--- config.mk ---
export PLATFORM = sky130hd
export DESIGN_NAME = double_ended_queue_top_flat
export DESIGN_NICKNAME = d
export VERILOG_FILES = /design/src/rtl/deq_pkg.sv /design/src/rtl/deq_if.sv /design/src/rtl/double_ended_queue_top.sv /design/src/rtl/deq_cell.sv /design/src/flat_wrapper.sv
export SDC_FILE = /design/constraint.sdc
export NUM_CORES = 2
export LEC_CHECK = 0
export BUFFER_PORTS_ARGS = -buffer_cell sky130_fd_sc_hd__buf_2
export CORE_ASPECT_RATIO = 0.75
export CORE_MARGIN = 4
export CORE_UTILIZATION = 62
export CTS_BUF_LIST = sky130_fd_sc_hd__clkbuf_4
export CTS_CLUSTER_SIZE = 30
export DETAILED_ROUTE_END_ITERATION = 8
export GPL_TIMING_DRIVEN = 0
export PLACE_DENSITY = 0.77
export SLEW_MARGIN = 20
export SYNTH_ARGS = -nofsm -noshare
export SYNTH_HDL_FRONTEND = slang
export SYNTH_SLANG_ARGS = --single-unit
--- constraint.sdc ---
create_clock -name clk_i -period 68.7 [get_ports clk_i]
set_input_delay 6.87 -clock clk_i [delete_from_list [all_inputs] [get_ports clk_i]]
set_output_delay 6.87 -clock clk_i [all_outputs]
set_load 0.01 [all_outputs]
--- src/rtl/deq_pkg.sv ---
// Shared types and codes for the double-ended queue.
package deq_pkg;

  typedef enum logic [1:0] {
    ACT_PUSH_BACK  = 2'd0,
    ACT_PUSH_FRONT = 2'd1,
    ACT_POP_BACK   = 2'd2,
    ACT_POP_FRONT  = 2'd3
  } action_e;

  typedef enum logic [1:0] {
    STS_OK    = 2'd0,
    STS_EMPTY = 2'd1,
    STS_FULL  = 2'd2
  } status_e;

  typedef enum logic [2:0] {
    CELL_HOLD,
    CELL_PUSH_FRONT,
    CELL_POP_FRONT,
    CELL_PUSH_BACK,
    CELL_POP_BACK,
    CELL_TAP_SHIFT
  } cell_op_e;

  typedef enum logic {
    ST_IDLE,
    ST_DRAIN
  } state_e;

  typedef struct packed {
    cell_op_e op;
  } cell_ctrl_t;

endpackage

--- src/rtl/deq_if.sv ---
// Request and response channel interfaces of the double-ended queue.
interface deq_req_if #(
  parameter int DATA_WIDTH = 32
);
  logic                  valid;
  logic                  ready;
  logic [1:0]            action;
  logic [DATA_WIDTH-1:0] push_value;

  modport source (output valid, action, push_value, input ready);
  modport sink   (input valid, action, push_value, output ready);
endinterface

interface deq_rsp_if #(
  parameter int DATA_WIDTH = 32,
  parameter int CNT_WIDTH  = 5
);
  logic                  valid;
  logic                  ready;
  logic [DATA_WIDTH-1:0] pop_value;
  logic [1:0]            status;
  logic [CNT_WIDTH-1:0]  entry_count;
  logic                  is_empty;

  modport source (output valid, pop_value, status, entry_count, is_empty, input ready);
  modport sink   (input valid, pop_value, status, entry_count, is_empty, output ready);
endinterface

--- src/rtl/double_ended_queue_top.sv ---
// Top level of the double-ended queue: control, cell chain and response register.
//
//   channel | modport | direction | payload
//   req_i   | sink    | in        | action, push_value
//   rsp_o   | source  | out       | pop_value, status, entry_count, is_empty
//
// Pushes, pop front and every refused operation answer in the cycle after the
// request is taken. On pop back the back cell loads its word into its tap;
// the word walks the tap chain one cell per cycle towards cell 0, then loads
// the response register once it is free. Reset clears the occupancy bits, the
// count, the drain state and the response valid; no clearing pass. A new item
// is taken while no pop back walks the chain and the response register is free
// or being emptied; a stalled response holds both sides.
module double_ended_queue_top #(
  parameter int DEPTH      = 16,
  parameter int DATA_WIDTH = 32
) (
  input  logic       clk_i,
  input  logic       rst_ni,
  deq_req_if.sink    req_i,
  deq_rsp_if.source  rsp_o
);

  localparam int CNT_WIDTH = $clog2(DEPTH + 1);
  localparam int IDX_WIDTH = $clog2(DEPTH);
  localparam logic [CNT_WIDTH-1:0] DepthCnt = CNT_WIDTH'(DEPTH);

  deq_pkg::state_e       state_q, state_d;
  deq_pkg::cell_ctrl_t   cell_ctrl;
  deq_pkg::action_e      action;

  logic [CNT_WIDTH-1:0]  count_q, count_d, count_m1, count_p1;
  logic [IDX_WIDTH-1:0]  drain_q, drain_d;

  logic                  rsp_valid_q, rsp_valid_d;
  logic [DATA_WIDTH-1:0] rsp_value_q, rsp_value_d;
  deq_pkg::status_e      rsp_status_q, rsp_status_d;
  logic [CNT_WIDTH-1:0]  rsp_count_q, rsp_count_d;

  logic                  slot_free, accept, is_full, is_empty;

  logic [DATA_WIDTH-1:0] cell_data [DEPTH];
  logic [DATA_WIDTH-1:0] cell_tap  [DEPTH];
  logic [DEPTH-1:0]      cell_valid;

  assign action    = deq_pkg::action_e'(req_i.action);
  assign slot_free = !rsp_valid_q || rsp_o.ready;
  assign req_i.ready = (state_q == deq_pkg::ST_IDLE) && slot_free;
  assign accept    = req_i.valid && req_i.ready;
  assign is_full   = (count_q == DepthCnt);
  assign is_empty  = (count_q == '0);
  assign count_m1  = count_q - CNT_WIDTH'(1);
  assign count_p1  = count_q + CNT_WIDTH'(1);

  // cell chain
  for (genvar k = 0; k < DEPTH; k++) begin : g_cell
    logic [DATA_WIDTH-1:0] left_data, right_data, right_tap;
    logic                  left_valid, right_valid;

    if (k == 0) begin : g_first
      assign left_data  = req_i.push_value;
      assign left_valid = 1'b1;
    end else begin : g_inner_left
      assign left_data  = cell_data[k-1];
      assign left_valid = cell_valid[k-1];
    end

    if (k == DEPTH - 1) begin : g_last
      assign right_data  = '0;
      assign right_valid = 1'b0;
      assign right_tap   = '0;
    end else begin : g_inner_right
      assign right_data  = cell_data[k+1];
      assign right_valid = cell_valid[k+1];
      assign right_tap   = cell_tap[k+1];
    end

    deq_cell #(
      .DATA_WIDTH(DATA_WIDTH)
    ) u_cell (
      .clk_i        (clk_i),
      .rst_ni       (rst_ni),
      .ctrl_i       (cell_ctrl),
      .push_data_i  (req_i.push_value),
      .left_data_i  (left_data),
      .left_valid_i (left_valid),
      .right_data_i (right_data),
      .right_valid_i(right_valid),
      .right_tap_i  (right_tap),
      .data_o       (cell_data[k]),
      .valid_o      (cell_valid[k]),
      .tap_o        (cell_tap[k])
    );
  end

  // next state
  always_comb begin
    state_d = state_q;
    unique case (state_q)
      deq_pkg::ST_IDLE: begin
        if (accept && (action == deq_pkg::ACT_POP_BACK) && !is_empty) begin
          state_d = deq_pkg::ST_DRAIN;
        end
      end
      deq_pkg::ST_DRAIN: begin
        if ((drain_q == '0) && slot_free) begin
          state_d = deq_pkg::ST_IDLE;
        end
      end
      default: state_d = deq_pkg::ST_IDLE;
    endcase
  end

  // datapath control and response
  always_comb begin
    cell_ctrl.op = deq_pkg::CELL_HOLD;
    count_d      = count_q;
    drain_d      = drain_q;
    rsp_valid_d  = rsp_valid_q && !rsp_o.ready;
    rsp_value_d  = rsp_value_q;
    rsp_status_d = rsp_status_q;
    rsp_count_d  = rsp_count_q;
    unique case (state_q)
      deq_pkg::ST_IDLE: begin
        if (accept) begin
          rsp_valid_d  = 1'b1;
          rsp_value_d  = '0;
          rsp_status_d = deq_pkg::STS_OK;
          rsp_count_d  = count_q;
          unique case (action) inside
            deq_pkg::ACT_PUSH_BACK, deq_pkg::ACT_PUSH_FRONT: begin
              if (is_full) begin
                rsp_status_d = deq_pkg::STS_FULL;
              end else begin
                cell_ctrl.op = (action == deq_pkg::ACT_PUSH_BACK) ?
                               deq_pkg::CELL_PUSH_BACK : deq_pkg::CELL_PUSH_FRONT;
                count_d      = count_p1;
                rsp_count_d  = count_p1;
              end
            end
            deq_pkg::ACT_POP_FRONT: begin
              if (is_empty) begin
                rsp_status_d = deq_pkg::STS_EMPTY;
              end else begin
                cell_ctrl.op = deq_pkg::CELL_POP_FRONT;
                count_d      = count_m1;
                rsp_value_d  = cell_data[0];
                rsp_count_d  = count_m1;
              end
            end
            deq_pkg::ACT_POP_BACK: begin
              if (is_empty) begin
                rsp_status_d = deq_pkg::STS_EMPTY;
              end else begin
                // response waits until the back word reaches cell 0
                cell_ctrl.op = deq_pkg::CELL_POP_BACK;
                count_d      = count_m1;
                drain_d      = count_m1[IDX_WIDTH-1:0];
                rsp_valid_d  = rsp_valid_q && !rsp_o.ready;
                rsp_value_d  = rsp_value_q;
                rsp_status_d = rsp_status_q;
                rsp_count_d  = rsp_count_q;
              end
            end
            default: begin
            end
          endcase
        end
      end
      deq_pkg::ST_DRAIN: begin
        if (drain_q != '0) begin
          cell_ctrl.op = deq_pkg::CELL_TAP_SHIFT;
          drain_d      = drain_q - IDX_WIDTH'(1);
        end else if (slot_free) begin
          rsp_valid_d  = 1'b1;
          rsp_value_d  = cell_tap[0];
          rsp_status_d = deq_pkg::STS_OK;
          rsp_count_d  = count_q;
        end
      end
      default: begin
      end
    endcase
  end

  always_ff @(posedge clk_i or negedge rst_ni) begin
    if (!rst_ni) begin
      state_q     <= deq_pkg::ST_IDLE;
      count_q     <= '0;
      drain_q     <= '0;
      rsp_valid_q <= 1'b0;
    end else begin
      state_q     <= state_d;
      count_q     <= count_d;
      drain_q     <= drain_d;
      rsp_valid_q <= rsp_valid_d;
    end
  end

  always_ff @(posedge clk_i) begin
    rsp_value_q  <= rsp_value_d;
    rsp_status_q <= rsp_status_d;
    rsp_count_q  <= rsp_count_d;
  end

  assign rsp_o.valid       = rsp_valid_q;
  assign rsp_o.pop_value   = rsp_value_q;
  assign rsp_o.status      = rsp_status_q;
  assign rsp_o.entry_count = rsp_count_q;
  assign rsp_o.is_empty    = (rsp_count_q == '0);

`ifndef ASSERT_OFF
  // occupancy bits always agree with the count
  a_count_matches : assert property (@(posedge clk_i) disable iff (!rst_ni)
    $countones(cell_valid) == count_q)
    else $error("occupied cells do not match the count");

  // occupied cells form one run starting at cell 0
  a_valid_packed : assert property (@(posedge clk_i) disable iff (!rst_ni)
    ((cell_valid + DEPTH'(1)) & cell_valid) == '0)
    else $error("occupied cells are not packed towards the front");

  // no item is taken while a pop back walks the chain
  a_drain_blocks : assert property (@(posedge clk_i) disable iff (!rst_ni)
    (state_q == deq_pkg::ST_DRAIN) |-> !req_i.ready)
    else $error("request taken during pop back");

  // a pop back taken on a non-empty deque moves the control into the drain state
  a_pop_back_waits : assert property (@(posedge clk_i) disable iff (!rst_ni)
    (accept && (action == deq_pkg::ACT_POP_BACK) && !is_empty) |=>
    (state_q == deq_pkg::ST_DRAIN))
    else $error("pop back did not enter the drain");
`endif

endmodule

--- src/rtl/deq_cell.sv ---
// One storage cell of the deque chain: a word, its occupancy bit and a read tap.
module deq_cell #(
  parameter int DATA_WIDTH = 32
) (
  input  logic                  clk_i,
  input  logic                  rst_ni,
  input  deq_pkg::cell_ctrl_t   ctrl_i,
  input  logic [DATA_WIDTH-1:0] push_data_i,
  input  logic [DATA_WIDTH-1:0] left_data_i,
  input  logic                  left_valid_i,
  input  logic [DATA_WIDTH-1:0] right_data_i,
  input  logic                  right_valid_i,
  input  logic [DATA_WIDTH-1:0] right_tap_i,
  output logic [DATA_WIDTH-1:0] data_o,
  output logic                  valid_o,
  output logic [DATA_WIDTH-1:0] tap_o
);

  logic [DATA_WIDTH-1:0] data_q, data_d;
  logic [DATA_WIDTH-1:0] tap_q, tap_d;
  logic                  valid_q, valid_d;

  always_comb begin
    data_d  = data_q;
    valid_d = valid_q;
    tap_d   = tap_q;
    unique case (ctrl_i.op)
      deq_pkg::CELL_HOLD: begin
      end
      deq_pkg::CELL_PUSH_FRONT: begin
        data_d  = left_data_i;
        valid_d = left_valid_i;
      end
      deq_pkg::CELL_POP_FRONT: begin
        data_d  = right_data_i;
        valid_d = right_valid_i;
      end
      deq_pkg::CELL_PUSH_BACK: begin
        // first free cell takes the word
        if (!valid_q && left_valid_i) begin
          data_d  = push_data_i;
          valid_d = 1'b1;
        end
      end
      deq_pkg::CELL_POP_BACK: begin
        // the back cell loads its word into the tap and frees itself
        tap_d   = (valid_q && !right_valid_i) ? data_q : '0;
        valid_d = valid_q && right_valid_i;
      end
      deq_pkg::CELL_TAP_SHIFT: begin
        tap_d = right_tap_i;
      end
      default: begin
      end
    endcase
  end

  always_ff @(posedge clk_i or negedge rst_ni) begin
    if (!rst_ni) begin
      valid_q <= 1'b0;
    end else begin
      valid_q <= valid_d;
    end
  end

  always_ff @(posedge clk_i) begin
    data_q <= data_d;
    tap_q  <= tap_d;
  end

  assign data_o  = data_q;
  assign valid_o = valid_q;
  assign tap_o   = tap_q;

endmodule
--- src/flat_wrapper.sv ---
// flat-port wrapper written by rule: the top's interface ports become plain ports
module double_ended_queue_top_flat 
#(
  parameter int DEPTH      = 16,
  parameter int DATA_WIDTH = 32
)
  (clk_i, rst_ni, req_i_valid, req_i_action, req_i_push_value, req_i_ready, rsp_o_valid, rsp_o_pop_value, rsp_o_status, rsp_o_entry_count, rsp_o_is_empty, rsp_o_ready);
  deq_req_if #(.DATA_WIDTH(DATA_WIDTH)) req_i_i ();
  deq_rsp_if #(.DATA_WIDTH(DATA_WIDTH)) rsp_o_i ();
  input  logic clk_i;
  input  logic rst_ni;
  input wire logic [$bits(req_i_i.valid)-1:0] req_i_valid;
  input wire logic [$bits(req_i_i.action)-1:0] req_i_action;
  input wire logic [$bits(req_i_i.push_value)-1:0] req_i_push_value;
  output wire logic [$bits(req_i_i.ready)-1:0] req_i_ready;
  output wire logic [$bits(rsp_o_i.valid)-1:0] rsp_o_valid;
  output wire logic [$bits(rsp_o_i.pop_value)-1:0] rsp_o_pop_value;
  output wire logic [$bits(rsp_o_i.status)-1:0] rsp_o_status;
  output wire logic [$bits(rsp_o_i.entry_count)-1:0] rsp_o_entry_count;
  output wire logic [$bits(rsp_o_i.is_empty)-1:0] rsp_o_is_empty;
  input wire logic [$bits(rsp_o_i.ready)-1:0] rsp_o_ready;
  assign req_i_i.valid = req_i_valid;
  assign req_i_i.action = req_i_action;
  assign req_i_i.push_value = req_i_push_value;
  assign req_i_ready = req_i_i.ready;
  assign rsp_o_valid = rsp_o_i.valid;
  assign rsp_o_pop_value = rsp_o_i.pop_value;
  assign rsp_o_status = rsp_o_i.status;
  assign rsp_o_entry_count = rsp_o_i.entry_count;
  assign rsp_o_is_empty = rsp_o_i.is_empty;
  assign rsp_o_i.ready = rsp_o_ready;
  double_ended_queue_top #(.DEPTH(DEPTH), .DATA_WIDTH(DATA_WIDTH)) u_core (.clk_i(clk_i), .rst_ni(rst_ni), .req_i(req_i_i), .rsp_o(rsp_o_i));
endmodule
==> results by group <==
CTS
  • Root Driver: clkbuf_4
  • Clock Latency Late Sink: 1190 ps
  • # resized after CTS: 0
  • H-tree depth: 5
  • Post-CTS setup buffer count: 0
  • CTS Buf Count: 276
  • Hold bufs inserted after CTS: 0
  • Clk buf depth: 4
  • Clock Sinks: 1,090
  • Clock transition at the registers of the reported paths: approximately 80 ps
  • CTS tree: yes

Drt
  • Via-to-Cell Ratio: 6.90
  • Wire per inst: 27.1 um
  • Drt first pass iters: 9
  • Final WL: 145 mm
  • Iteration-0 DRC Markers: 6,599
  • Vias: roughly 37,000
  • Post-DRT Antenna Nets: 0
  • DRC Markers: 0

Power and ir drop
  • Pwr per Cell Area: 41.3 nW/um^2
  • Seq pwr share: 0.494
  • Clock share of power: 0.237
  • Sw Ratio: 0.340
  • Cell-internal power: approximately 1.5 mW
  • Combinational share of power: 0.269
  • Leakage: about 21 nW
  • Worst VDD drop: 0.0274 mV
  • Net Sw Power: 0.754 mW

Die
  • Die height: 248 um
  • Row cnt: between 80 and 90
  • I/O pin total: 80
  • Overall die width: 328 um
  • Core area: approximately 76,000 sq um
  • Initial core utilization: 0.628
  • Die area: 81,100 sq um

Synth
  • Post-synth cell types: 50
  • Top cell type by total area after synthesis: edfxtp_1
  • Post-synth EDFFs: 1,063
  • Seq/Total Area, Yosys: 0.687
  • Post-synth top area share: 0.672
  • Syn Nets: approximately 3,800
  • Cell count after synthesis: roughly 3,800
  • Post-synth ARST share: 0.0248
  • Flops & latches, synth: around 1,100
  • Ys Warns: 0
  • Top post-synthesis cells by area: edfxtp_1, a221o_1, nand2_1, nand3_1, clkbuf_1
  • Synth Flop Type: edfxtp_1
  • Most numerous cell in the Yosys netlist: edfxtp_1
  • Top post-synthesis cells by count: edfxtp_1, nand2_1, nand3_1, a221o_1, clkbuf_1
  • Syn avg cell area: 12.6 sq um
  • Mapped cell area: between 40,000 and 50,000 sq um

STA
  • Final WS setup: around 54,000 ps
  • Final Max Slew Viols: 0
  • Min Tclk post-route: 14,550 ps
  • Clk_skew: between 80 and 90 ps
  • Fin Hold WS: between 400 and 500 ps
  • Final hold viol count: 0
  • Setup TNS: 0 ps
  • Unrepaired setup endpoints after global routing: no
  • Worst slew margin: 0.153
  • F_max: about 70 MHz
  • Worst-margin pin slew: 1270 ps
  • Setup violations, final: 0
  • Final critical-path share of the clock period: 0.212

Placed design
  • Pre-CTS setup slack: 54,160 ps
  • GP Congestion: 0.905
  • DP Wirelength: 106 mm
  • Placed cells: 4,905
  • Input/output buffers: 79

GRT
  • Largest net degree at the start of global routing: 28
  • First-pass GRT wire length: 215 mm
  • Initial antenna violation count: 4
  • Gr ovfl total: 0
  • Number of global-route vias before repair: 35,000
  • Total track usage: 0.352

Critical path
  • CP endpoint kind: output pin
  • Worst Path Arrival: 7680 ps
  • CP Launch Type: primary input
  • Critical path type: in2out
  • Critical Path RT: 61,830 ps
  • CP Max Fanout: 7

Cells and area
  • Storage element area: 32,600 sq um
  • Fraction of layout cells with a size suffix above 1: 0.157
  • Fillers: approximately 5,200
  • Final Net Count: 4,202
  • Multi-input gate area: 13,300 sq um
  • Final cell count without fillers: 5,347
  • Layout overhead on the synthesized area: 13.1%

Worst hold path
  • Hold/Removal Path Class: reg2reg

Outcome
  • Outcome: finished clean

Flow run
  • Number of max-cap violations: 0
==> worst max-delay path: stages <==
cell	delay [ps]
buf_2	100
nor2b_1	100
clkbuf_1	370
nor2_1	60
buf_2	170
==> cells in the final DEF, fill, tap and decap left out, drive strengths merged, types with 2 or more instances in the layout <==
cell,n
clkbuf,652
nand3,497
nand2b,4
a21oi,47
a31oi,3
o32ai,10
a32oi,5
a221o,448
mux2,35
nor2,41
buf,221
o221ai,4
and3,65
nor2b,3
ha,4
clkinv,39
dfrtp,27
o21ai,12
xor2,4
and2,2
diode,10
xnor2,4
o22a,2
bufinv,2
inv,41
edfxtp,1063
a22o,34
mux2i,5
nor3,13
a21o,35
a211oi,2
nor3b,3
nand2,972
==> through the flow <==
step           power [mW]  utilization  area [sq um]
3_3_place_gp         1.78        0.651         49100
5_1_grt              2.31        0.711         53700
4_1_cts              2.19        0.710         53600
6_report             2.22        0.711         53700
3_5_place_dp         1.68        0.669         50500
2_1_floorplan        1.53            -         47500
==> state kept, by name, summed over array words and instances (netlist names) <==
register	count
u_core.g_cell.u_cell.tap_o	512
u_core.state_q	1
u_core.rsp_o.valid	1
u_core.rsp_o.entry_count	5
u_core.g_cell.u_cell.data_o	512
u_core.g_cell.u_cell.valid_o	16
u_core.rsp_o.pop_value	32
u_core.drain_q	4
u_core.rsp_o.status	2
u_core.count_q	5
==> power groups by stage <==
stage,registers [mW],logic [mW],clock network (mW)
after floorplan,1.20,0.333,0
after detailed placement,1.11,0.574,0
after global routing,1.11,0.637,0.565
after global placement,1.28,0.498,0
final,1.09,0.597,0.526
after CTS,1.09,0.576,0.524
==> logic make-up after synthesis <==
| family | after synthesis | share of synthesized area |
|---|---|---|
| xor+xnor | 8 | 0.00148 |
| flops | 1090 | 0.687 |
| mux | 40 | 0.00936 |
| buf+inv | 398 | 0.0371 |
| compound gates | 610 | 0.119 |
| simple gates | 1607 | 0.146 |
| fa+ha+maj | 4 | 0.00105 |
==> layer usage <==
metal / global-route usage / vias up / routed length [um]
met3: 0.131 / 373 / 22700
met5: 0 / - / 64
met2: 0.496 / 3329 / 61600
met4: 0.137 / 2 / 5130
li1: - / 15300 / -
met1: 0.502 / 17900 / 55500
==> final cells by class <==
class                           count  area share
Sequential cell                  1090       0.607
Multi-Input combinational cell   2269       0.248
Clock buffer                      384      0.0537
Buffer                            364      0.0305
Timing Repair Buffer              125      0.0295
Tap cell                         1023      0.0238
Clock inverter                     48     0.00438
Inverter                           34     0.00238
Antenna cell                       10    0.000466
==> worst paths after layout <==
| kind | end | cells after the start | startpoint | slack (ps) |
|---|---|---|---|---|
| worst min register to register | u_core.g_cell[1].u_cell.tap_o[18]$_DFFE_PP_ | 2 | u_core.g_cell[2].u_cell.tap_o[18]$_DFFE_PP_ | 470 |
| worst max-delay path | req_i_ready | 5 | rsp_o_ready | 54150 |
| worst min-delay path | u_core.g_cell[1].u_cell.tap_o[18]$_DFFE_PP_ | 2 | u_core.g_cell[2].u_cell.tap_o[18]$_DFFE_PP_ | 470 |
| worst max register to register | u_core.rsp_o.pop_value[7]$_DFFE_PP_ | 8 | u_core.drain_q[0]$_DFFE_PN0P_ | 64330 |
| min in group asynchronous | u_core.g_cell[12].u_cell.valid_o$_DFFE_PN0P_ | 1 | rst_ni | 5740 |
| max in group asynchronous | u_core.count_q[0]$_DFFE_PN0P_ | 1 | rst_ni | 62470 |
Note: power is estimated with default switching activity, not from simulation.
